<file path="src/hw/rtl/permuted_harary_neighbor_lookup_core_macros.svh">
// ----------------------------------------------------------------------------
// Assertion macros for the relabelled ring neighbour lookup
// Both macros expect signals named clk and rst_n in the calling scope.
// ----------------------------------------------------------------------------
`ifndef PERMUTED_HARARY_NEIGHBOR_LOOKUP_CORE_MACROS_SVH
`define PERMUTED_HARARY_NEIGHBOR_LOOKUP_CORE_MACROS_SVH

// Consequence must hold in the same cycle as the antecedent.
`define PHNL_ASSERT_SAME(name, pre, post) \
    name: assert property (@(posedge clk) disable iff (!rst_n) (pre) |-> (post)) \
        else $error("%m: same-cycle check failed");

// Consequence must hold in the cycle after the antecedent.
`define PHNL_ASSERT_NEXT(name, pre, post) \
    name: assert property (@(posedge clk) disable iff (!rst_n) (pre) |=> (post)) \
        else $error("%m: next-cycle check failed");

`endif

</file>
<file path="src/hw/rtl/phnl_pkg.sv">
// ----------------------------------------------------------------------------
// phnl_pkg
// Shared types and constants of the relabelled ring neighbour lookup.
// ----------------------------------------------------------------------------
package phnl_pkg;

    localparam int FIELD_W    = 10;
    localparam int CFG_NC_W   = 11;
    localparam int CFG_DEG_W  = 10;
    localparam int CFG_DATA_W = 11;
    localparam int CFG_IDX_W  = 1;
    // Magnitude of the ring step before reduction: at most 1534
    localparam int MAG_W      = 11;
    localparam int DIV_CNT_W  = 4;

    localparam logic [CFG_IDX_W-1:0] CFG_NODE_COUNT = 1'b0;
    localparam logic [CFG_IDX_W-1:0] CFG_DEGREE     = 1'b1;

    localparam logic STATUS_OK  = 1'b0;
    localparam logic STATUS_ERR = 1'b1;

    typedef enum logic [1:0] {
        OP_LOAD     = 2'd0,
        OP_NEIGHBOR = 2'd1,
        OP_PAIR     = 2'd2
    } op_e;

    typedef struct packed {
        logic [1:0]         operation;
        logic [FIELD_W-1:0] slot;
        logic [FIELD_W-1:0] label;
        logic [FIELD_W-1:0] node_first;
        logic [FIELD_W-1:0] node_second;
        logic [FIELD_W-1:0] neighbor_pos;
    } req_item_t;

    typedef struct packed {
        logic [FIELD_W-1:0] neighbor_node;
        logic [FIELD_W-1:0] position;
        logic               connected;
        logic               outgoing;
        logic               status;
    } rsp_item_t;

    typedef enum logic [3:0] {
        ST_IDLE,
        ST_DECODE,
        ST_INV_A,
        ST_INV_B,
        ST_PAIR,
        ST_DIV,
        ST_FWD_RD,
        ST_FWD_CAP,
        ST_DONE
    } state_t;

    typedef struct packed {
        logic capture;
        logic write_tables;
        logic inv_rd;
        logic inv_second;
        logic latch_a;
        logic latch_b;
        logic set_err;
        logic div_start;
        logic div_step;
        logic fwd_rd;
        logic latch_neighbor;
        logic latch_pair;
        logic emit;
    } cmd_t;

    typedef struct packed {
        logic [1:0] op;
        logic       req_err;
        logic       a_bad;
        logic       pair_bad;
        logic       div_done;
        logic       out_free;
    } sts_t;

endpackage

</file>
<file path="src/hw/rtl/phnl_ctrl.sv">
// ----------------------------------------------------------------------------
// phnl_ctrl
// Sequencer: steps one transaction through decode, table reads, division
// and result hand-over.
// ----------------------------------------------------------------------------
module phnl_ctrl (
    input  logic           clk,
    input  logic           rst_n,
    input  logic           req_valid,
    output logic           ready,
    input  phnl_pkg::sts_t sts,
    output phnl_pkg::cmd_t cmd
);
    import phnl_pkg::*;

    state_t state_reg;
    state_t state_next;

    always_ff @(posedge clk or negedge rst_n)
    begin
        if (!rst_n)
        begin
            state_reg <= ST_IDLE;
        end
        else
        begin
            state_reg <= state_next;
        end
    end

    // Next state
    always_comb
    begin
        state_next = state_reg;
        unique case (state_reg)
            ST_IDLE:
            begin
                if (req_valid)
                begin
                    state_next = ST_DECODE;
                end
            end
            ST_DECODE:
            begin
                if (sts.req_err)
                begin
                    state_next = ST_DONE;
                end
                else
                begin
                    unique case (sts.op)
                        OP_NEIGHBOR: state_next = ST_INV_A;
                        OP_PAIR:     state_next = ST_INV_A;
                        default:     state_next = ST_DONE;
                    endcase
                end
            end
            ST_INV_A:
            begin
                if (sts.op == OP_PAIR)
                begin
                    state_next = ST_INV_B;
                end
                else if (sts.a_bad)
                begin
                    state_next = ST_DONE;
                end
                else
                begin
                    state_next = ST_DIV;
                end
            end
            ST_INV_B:   state_next = ST_PAIR;
            ST_PAIR:    state_next = ST_DONE;
            ST_DIV:
            begin
                if (sts.div_done)
                begin
                    state_next = ST_FWD_RD;
                end
            end
            ST_FWD_RD:  state_next = ST_FWD_CAP;
            ST_FWD_CAP: state_next = ST_DONE;
            ST_DONE:
            begin
                if (sts.out_free)
                begin
                    state_next = ST_IDLE;
                end
            end
            default:    state_next = ST_IDLE;
        endcase
    end

    // Commands
    always_comb
    begin
        cmd   = '0;
        ready = 1'b0;
        unique case (state_reg)
            ST_IDLE:
            begin
                ready       = 1'b1;
                cmd.capture = req_valid;
            end
            ST_DECODE:
            begin
                if (sts.req_err)
                begin
                    cmd.set_err = 1'b1;
                end
                else
                begin
                    unique case (sts.op)
                        OP_LOAD:     cmd.write_tables = 1'b1;
                        OP_NEIGHBOR: cmd.inv_rd = 1'b1;
                        OP_PAIR:     cmd.inv_rd = 1'b1;
                        default:     cmd.set_err = 1'b1;
                    endcase
                end
            end
            ST_INV_A:
            begin
                cmd.latch_a = 1'b1;
                if (sts.op == OP_PAIR)
                begin
                    cmd.inv_rd     = 1'b1;
                    cmd.inv_second = 1'b1;
                end
                else if (sts.a_bad)
                begin
                    cmd.set_err = 1'b1;
                end
                else
                begin
                    cmd.div_start = 1'b1;
                end
            end
            ST_INV_B:
            begin
                cmd.latch_b = 1'b1;
            end
            ST_PAIR:
            begin
                if (sts.pair_bad)
                begin
                    cmd.set_err = 1'b1;
                end
                else
                begin
                    cmd.latch_pair = 1'b1;
                end
            end
            ST_DIV:
            begin
                cmd.div_step = 1'b1;
            end
            ST_FWD_RD:
            begin
                cmd.fwd_rd = 1'b1;
            end
            ST_FWD_CAP:
            begin
                cmd.latch_neighbor = 1'b1;
            end
            ST_DONE:
            begin
                cmd.emit = sts.out_free;
            end
            default:
            begin
                cmd = '0;
            end
        endcase
    end

endmodule

</file>
<file path="config.mk">
export PLATFORM = sky130hd
export DESIGN_NAME = phnl_ctrl
export DESIGN_NICKNAME = d
export VERILOG_FILES = /design/src/hw/rtl/permuted_harary_neighbor_lookup_core_macros.svh /design/src/hw/rtl/phnl_pkg.sv /design/src/hw/rtl/phnl_ctrl.sv
export SDC_FILE = /design/constraint.sdc
export NUM_CORES = 1
export LEC_CHECK = 0
export BUFFER_PORTS_ARGS = -buffer_cell sky130_fd_sc_hd__buf_2
export CAP_MARGIN = 10
export CORE_MARGIN = 5
export CORE_UTILIZATION = 25
export DETAILED_ROUTE_END_ITERATION = 6
export SLEW_MARGIN = 20
export SYNTH_ARGS = -nofsm -noshare
export SYNTH_HDL_FRONTEND = slang
export SYNTH_SLANG_ARGS = --single-unit
</file>
<file path="constraint.sdc">
create_clock -name clk -period 3.6 [get_ports clk]
set_input_delay 0.72 -clock clk [delete_from_list [all_inputs] [get_ports clk]]
set_output_delay 0.72 -clock clk [all_outputs]
set_load 0.005 [all_outputs]
</file>
==> run_results.csv, run 1 <==
group,metric,value,unit
logic_synthesis,synth_mux_area_frac,0,
global_routing,antenna_found_initial,0,
timing,slew_headroom,0.6048,
clocking,post-cts-setup-buffers,0,
floorplanning,ios,24,
logic_synthesis,seq_area_frac_synth,0.1914,
final_layout,nets,95,
floorplanning,start_util,0.2639,
clocking,htreeDepth,1,
timing,rsz0062_at_grt,"false",
final_layout,area_growth_syn_to_layout,24.64,%
global_routing,grt-ovfl-total,0,
logic_synthesis,synth_area_leaders,"dfrtp_1 19%, nor4b_4 9.1%, ha_1 7.2%, buf_6 4.3%, nor3b_1 4.3%",
power,power.net_switching,0.1328,mW
global_routing,grt.total_usage,0.09804,
power,swShare,0.4438,
detailed_routing,viasPerCell,4.972,
floorplanning,core,1982,um^2
clocking,holdBufCountCts,0,
floorplanning,fp.dieW,55.74,um
worst_hold_path,min_path_type,"input pin to async pin",
logic_synthesis,netlist.top_cell.by_area,"dfrtp_1",
logic_synthesis,synth_top_area_frac,0.1914,
timing,fin_setup_tns,0,ns
logic_synthesis,synth_edf_count,0,
clocking,cts_buffers,3,
logic_synthesis,synth_flop_cell,"dfrtp_1",
setup_path,critPathTopFamily,"flip-flops",
detailed_routing,num_vias,532,
detailed_routing,drc,0,
timing,min_period,2.398,ns
detailed_routing,routed_wl,1.368,mm
logic_synthesis,synth_fp_nets,72,
logic_synthesis,synth_top_family_by_area,"simple AND/OR/NAND/NOR gates",
setup_path,max_stage_delay,0.68,ns
power,seqPwrFrac,0.362,
timing,setup_viol,0,
final_layout,largest_reg_flops,4,
power,p_clk_frac,0.198,
logic_synthesis,yosysWarnings,0,
setup_path,critPathLaunchType,"flip-flop",
power,intPower,0.1664,mW
power,power.density,459.0,nW/um^2
timing,finClkSkew,0.003328,ns
final_layout,num_antenna_cells,0,
logic_synthesis,syn_area,523.0,um^2
clocking,worstSkewPairLatency,0.24,ns
global_routing,grt_pass1_vias,485,
floorplanning,placementRows,16,
logic_synthesis,synth_seq_cells,4,
power,peakVddDrop,182.2,uV
run_status,status,"finished, final reports clean",
setup_path,path_cells,"nor4b_4 > o21ai_0 > nand3_1 > buf_2",
setup_path,path_class,"flip-flop to output port",
logic_synthesis,yosys.area_share.adder,0.07177,
setup_path,path_buf_inv,1,
logic_synthesis,async_flop_share,1.000,
global_routing,grt_max_degree,17,
logic_synthesis,synthSimpleGateAreaFrac,0.4545,
logic_synthesis,synth_cell_types,34,
job,drv_cap,0,
setup_path,end_kind,"output port",
floorplanning,die_y,55.74,um
clocking,cts-root-buf,"clkbuf_4",
logic_synthesis,syn_avg_cell_area,8.864,um^2
final_layout,nFillCells,215,
logic_synthesis,synth_compound_area_frac,0.1459,
detailed_routing,drt-initial-drc-count,12,
clocking,clkSinkCount,4,
final_layout,fin_area,651.9,um^2
power,comb_power_share,0.440,
setup_path,crit_slowest_cell,"dfrtp_1",
floorplanning,dieArea,3107,um^2
clocking,cts_tree,"built",
timing,hold_viol,0,
place,numPortBuffers,23,
timing,maxSlewViolCount,0,
timing,worst_slew_pin_slew,0.5928,ns
clocking,clkSlewWorstSetupHoldPaths,0.04,ns
detailed_routing,firstDrtPassIters,5,
setup_path,critical_path_arrival,1.68,ns
setup_path,crit_fanout,16,
timing,fmax,417.0,MHz
timing,min_period_over_period,0.6661,
detailed_routing,wl_per_cell,12.79,um
power,p_leak,0.3324,nW
setup_path,cp.required,2.88,ns
detailed_routing,ant_nets,0,
clocking,clockBufferDepth,2,
power,total_power,0.2992,mW
clocking,cts_resized,0,
place,gp_congestion,0.6964,
logic_synthesis,synthXorXnorAreaFrac,0.03349,
final_layout,layout-drive-gt1-share,0.4000,
global_routing,grt_pass1_wl,2.318,mm
logic_synthesis,synth.most_common_cell,"dfrtp_1",
logic_synthesis,syn_inst,59,
place,post_dp_cell_area,629.4,um^2
## worst paths after layout
check | from | to | slack (ns) | cells after the start
worst max-delay path | state_reg[0] | cmd[6] | 1.20 | 4
worst min-delay path | rst_n | state_reg[3] | 0.27 | 1
worst max register to register | state_reg[0] | state_reg[3] | 2.12 | 3
worst min register to register | state_reg[3] | state_reg[0] | 0.78 | 1
max in group asynchronous | rst_n | state_reg[1] | 3.22 | 1
min in group clk | state_reg[3] | state_reg[0] | 0.78 | 1
## power by group through the flow
stage / logic, mW / clock network (mW) / registers, mW
after global routing: 0.147 / 0.0681 / 0.115
after CTS: 0.134 / 0.0634 / 0.109
after global placement: 0.130 / 0 / 0.108
after detailed placement: 0.134 / 0 / 0.110
after floorplan: 0.144 / 0 / 0.0680
final: 0.132 / 0.0592 / 0.108
## through the flow
step           hold slack [ns]    util  setup slack, ns  std cells
2_1_floorplan           0.4244       -            1.533         59
3_3_place_gp            0.5251  0.3176            1.304        104
3_5_place_dp            0.5251  0.3176            1.274        104
4_1_cts                 0.2572  0.3289            1.162        107
5_1_grt                 0.2507  0.3289            1.033        107
6_report                0.2684  0.3289            1.202        107
## cell usage in the layout, fill, tap and decap left out, types with 3 or more instances in the layout
cell / n
buf_2: 23
clkbuf_4: 3
dfrtp_1: 4
ha_1: 3
inv_1: 3
nand2_1: 3
nor2_1: 3
nor3_1: 3
nor3b_1: 3
## kinds of logic after synthesis
| kind of cell | after synthesis |
|---|---|
| and+or+nand+nor | 32 |
| AOI/OAI and AO/OA | 10 |
| xor gates and xnor gates | 2 |
| adders and majority gates | 3 |
| buffers and inverters | 8 |
| DFF | 4 |
## layout make-up
class | instances | area (um^2) | area share
multi-input cells | 47 | 369.1 | 0.5662
repair buffers | 23 | 115.1 | 0.1766
flip-flops and latches | 4 | 100.1 | 0.1536
well taps | 27 | 33.78 | 0.05182
clock buffers | 3 | 22.52 | 0.03455
inverters | 3 | 11.26 | 0.01727
## layer usage
layer | GRT usage | routed length [um] | vias up
met5 | 0 | 0 | -
met4 | 0.05208 | 26 | 0
met3 | 0.04176 | 68 | 5
met2 | 0.1385 | 647 | 17
met1 | 0.1243 | 626 | 254
li1 | - | - | 256
Note: power is estimated with default switching activity, not from simulation.
==> inputs of run 2 (changes only) <==
Clock period 3.6 ns to 2.4 ns, I/O delays scaled along.
==> run_results.csv, run 2 (synthesis results as in run 1) <==
group,metric,value,unit
final_layout,multi_input_area,369.1,um^2
global_routing,grt_pass1_wl,2.256,mm
timing,fin_setup_tns,0,ns
timing,min_period,2.127,ns
job,drv_cap,0,
run_status,status,"finished, final reports clean",
setup_path,regToRegSetupSlack,0.94,ns
power,total_power,0.4407,mW
global_routing,antenna_found_initial,0,
detailed_routing,wl_per_cell,12.16,um
setup_path,path_class,"flip-flop to output port",
clocking,cts-root-buf,"clkbuf_4",
power,power.density,676.1,nW/um^2
final_layout,num_antenna_cells,0,
final_layout,regArea,100.1,um^2
setup_path,crit_fanout,16,
clocking,clockBufferDepth,2,
global_routing,use_met2,0.1284,
floorplanning,die_y,55.74,um
worst_hold_path,min_path_type,"input pin to async pin",
place,gp_congestion,0.7253,
global_routing,met1_usage,0.1202,
detailed_routing,drc,0,
detailed_routing,routed_wl,1.301,mm
global_routing,grt_pass1_vias,501,
setup_path,critPathLaunchType,"flip-flop",
place,numPortBuffers,23,
clocking,clkSlewWorstSetupHoldPaths,0.04,ns
global_routing,grt_busiest_layer,"met2",
setup_path,cp.required,1.92,ns
clocking,cts_buffers,3,
timing,slew_headroom,0.5968,
floorplanning,fp.dieW,55.74,um
floorplanning,ios,24,
floorplanning,start_util,0.2639,
clocking,clkSinkCount,4,
clocking,cts_resized,0,
power,p_leak,0.3324,nW
final_layout,largest_reg_flops,4,
final_layout,final_cell_mix,"23 x buf_2, 4 x dfrtp_1",
place,dp_hpwl,985.3,um
detailed_routing,viasPerCell,4.850,
detailed_routing,num_vias,519,
floorplanning,dieArea,3107,um^2
floorplanning,core,1982,um^2
place,dp_slack,0.5337,ns
global_routing,grt-ovfl-total,0,
final_layout,layout-drive-gt1-share,0.4000,
detailed_routing,firstDrtPassIters,4,
clocking,holdBufCountCts,0,
timing,rsz0062_at_grt,"false",
floorplanning,placementRows,16,
setup_path,critical_path_arrival,1.65,ns
clocking,worstSkewPairLatency,0.24,ns
timing,fmax,470.2,MHz
detailed_routing,ant_nets,0,
final_layout,area_growth_syn_to_layout,24.64,%
timing,finalWorstSetupSlack,0.2733,ns
final_layout,layout_commonest_cell,"buf_2",
timing,hold_viol,0,
timing,finClkSkew,0.003812,ns
global_routing,grt_use_met3,0.04408,
clocking,post-cts-setup-buffers,0,
setup_path,end_kind,"output port",
timing,min_period_over_period,0.8861,
power,peakVddDrop,252.4,uV
final_layout,nets,95,
global_routing,grt_max_degree,17,
clocking,cts_tree,"built",
timing,maxSlewViolCount,0,
timing,setup_viol,0,
final_layout,nFillCells,213,
global_routing,grt.total_usage,0.08847,
timing,worst_slew_pin_slew,0.6049,ns
detailed_routing,drt-initial-drc-count,11,
clocking,htreeDepth,1,
[run 2: cell counts in the layout (fill, tap and decap cells not counted)]
No cell type changed its count.
[run 2: metal layers]
metal,share of wire,vias to the layer above
met4,0,0
li1,-,260
met3,0.040,0
met1,0.49,247
met5,0,-
met2,0.47,12
[run 2: cell type report]
class / count / share of cell area
Sequential cell: 4 / 0.1536
Tap cell: 27 / 0.05182
Clock buffer: 3 / 0.03455
Inverter: 3 / 0.01727
Multi-Input combinational cell: 47 / 0.5662
Timing Repair Buffer: 23 / 0.1766
[run 2: stage by stage]
step,hold WS [ns],cells,cell area [um^2],utilization
2_1_floorplan,0.1844,59,523.0,-
3_3_place_gp,0.2874,104,629.4,0.3176
3_5_place_dp,0.2880,104,629.4,0.3176
4_1_cts,0.03251,107,651.9,0.3289
5_1_grt,0.03553,107,651.9,0.3289
6_report,0.03764,107,651.9,0.3289
[run 2: worst max-delay path: stages (launching register included)]
cell and delay [ns]:
dfrtp_1 0.69, nor4b_4 0.39, o21ai_0 0.14, nand3_1 0.08, buf_2 0.11
[run 2: path summary, 6_finish.rpt]
check,startpoint,to,cells after the start
worst max-delay path,state_reg[0],cmd[6],4
worst min-delay path,rst_n,state_reg[2],1
worst max register to register,state_reg[2],state_reg[1],3
worst min register to register,state_reg[3],state_reg[0],1
max in group asynchronous,rst_n,state_reg[0],1
min in group clk,req_valid,state_reg[0],3
[run 2: where the power goes]
group,internal [mW],switching [mW],total (mW)
registers,0.0836,0.0792,0.163
clock network,0.0560,0.0288,0.0848
logic,0.110,0.0833,0.193
==> inputs of run 3 (changes only) <==
Settings changed: CTS_BUF_LIST set to sky130_fd_sc_hd__clkbuf_8 sky130_fd_sc_hd__clkbuf_16.
==> run_results.csv, run 3 (synthesis results as in run 1) <==
group,metric,value,unit
setup_path,path_cells,"nor4b_4 > o21ai_0 > nand3_1 > buf_2",
run_status,status,"finished, final reports clean",
detailed_routing,wl_per_cell,12.14,um
final_layout,num_antenna_cells,0,
clocking,cts_resized,0,
detailed_routing,routed_wl,1.299,mm
power,peakVddDrop,295.8,uV
timing,min_period,2.091,ns
global_routing,grt_pass1_wl,2.235,mm
final_layout,multi_input_area,369.1,um^2
timing,finClkSkew,0.002192,ns
global_routing,grt_pass1_vias,501,
global_routing,use_met2,0.1284,
floorplanning,fp.dieW,55.74,um
global_routing,grt_busiest_layer,"met2",
global_routing,antenna_found_initial,0,
global_routing,grt.total_usage,0.08800,
worst_hold_path,min_path_type,"input pin to async pin",
timing,slew_headroom,0.5927,
power,power.density,738.5,nW/um^2
global_routing,grt_max_degree,17,
final_layout,nets,95,
global_routing,grt_use_met3,0.04408,
setup_path,critPathLaunchType,"flip-flop",
place,numPortBuffers,23,
timing,rsz0062_at_grt,"false",
setup_path,crit_slowest_cell,"dfrtp_1",
setup_path,cp.required,1.92,ns
detailed_routing,ant_nets,0,
detailed_routing,viasPerCell,4.850,
timing,hold_viol,0,
clocking,cts_buffers,3,
clocking,clkSlewWorstSetupHoldPaths,0.03,ns
final_layout,largest_reg_flops,4,
global_routing,grt-ovfl-total,0,
setup_path,path_class,"flip-flop to output port",
floorplanning,ios,24,
place,dp_cells,104,
floorplanning,start_util,0.2639,
setup_path,startpoint,"state_reg[0]",
clocking,clkSinkCount,4,
setup_path,r2r_start,"state_reg[2]",
setup_path,crit_fanout,16,
clocking,holdBufCountCts,0,
floorplanning,die_y,55.74,um
timing,whs,0.06080,ns
detailed_routing,num_vias,519,
global_routing,met1_usage,0.1188,
setup_path,max_stage_delay,0.67,ns
final_layout,final_cell_mix,"23 x buf_2, 4 x dfrtp_1",
final_layout,layout_commonest_cell,"buf_2",
detailed_routing,drc,0,
place,dp_hpwl,985.3,um
floorplanning,dieArea,3107,um^2
clocking,post-cts-setup-buffers,0,
timing,maxSlewViolCount,0,
clocking,htreeDepth,1,
timing,fin_setup_tns,0,ns
setup_path,end_kind,"output port",
final_layout,area_growth_syn_to_layout,28.23,%
job,drv_cap,0,
timing,setup_viol,0,
final_layout,regArea,100.1,um^2
clocking,worstSkewPairLatency,0.22,ns
final_layout,instances_no_fill,107,
timing,fmax,478.3,MHz
power,p_leak,0.3401,nW
setup_path,critPathTopFamily,"flip-flops",
place,gp_congestion,0.7253,
final_layout,postLayoutCoreUtil,0.3384,
final_layout,layout-drive-gt1-share,0.4000,
clocking,clockBufferDepth,2,
clocking,cts_tree,"built",
detailed_routing,drt-initial-drc-count,12,
setup_path,critical_path_arrival,1.61,ns
clocking,cts-root-buf,"clkbuf_8",
floorplanning,placementRows,16,
floorplanning,core,1982,um^2
final_layout,nFillCells,213,
timing,worst_slew_pin_slew,0.6109,ns
setup_path,path_buf_inv,1,
timing,min_period_over_period,0.8712,
detailed_routing,firstDrtPassIters,4,
==> run 3: cell counts in the layout (fill, tap and decap cells not counted) <==
No cell type changed its count.
==> run 3: stage by stage <==
| stage | area [um^2] | setup WS, ns | total power [mW] |
|---|---|---|---|
| 6_report | 670.6 | 0.3091 | 0.4953 |
| 5_1_grt | 670.6 | 0.1840 | 0.5378 |
| 4_1_cts | 670.6 | 0.2984 | 0.5037 |
| 3_5_place_dp | 629.4 | 0.5337 | 0.3588 |
| 3_3_place_gp | 629.4 | 0.5549 | 0.3524 |
| 2_1_floorplan | 523.0 | 0.8005 | 0.3185 |
==> run 3: routing by layer <==
| layer | share of wire | vias to the layer above | routed length, um |
|---|---|---|---|
| met1 | 0.48 | 249 | 622 |
| li1 | - | 258 | - |
| met2 | 0.48 | 12 | 622 |
| met4 | 0 | 0 | 0 |
| met3 | 0.042 | 0 | 55 |
| met5 | 0 | - | 0 |
==> run 3: power breakdown <==
part           switching (mW)  total (mW)  internal, mW  leakage (nW)
registers              0.0784       0.162        0.0838        0.0535
logic                  0.0833       0.193         0.110         0.265
clock network          0.0332       0.140         0.107        0.0216
total                   0.195       0.495         0.300         0.340
==> run 3: area by class of cell <==
| cell class | instances | share of cell area |
|---|---|---|
| repair buffers | 23 | 0.1716 |
| clock buffers | 3 | 0.06157 |
| flip-flops and latches | 4 | 0.1493 |
| multi-input cells | 47 | 0.5504 |
| well taps | 27 | 0.05037 |
| inverters | 3 | 0.01679 |
==> run 3: final timing paths <==
check	end	slack [ns]	cells past startpoint
max	cmd[6]	0.31	4
min	state_reg[2]	0.06	1
max reg2reg	state_reg[1]	0.94	3
min reg2reg	state_reg[0]	0.75	1
max in group asynchronous	state_reg[0]	2.22	1
min in group clk	state_reg[0]	0.57	3
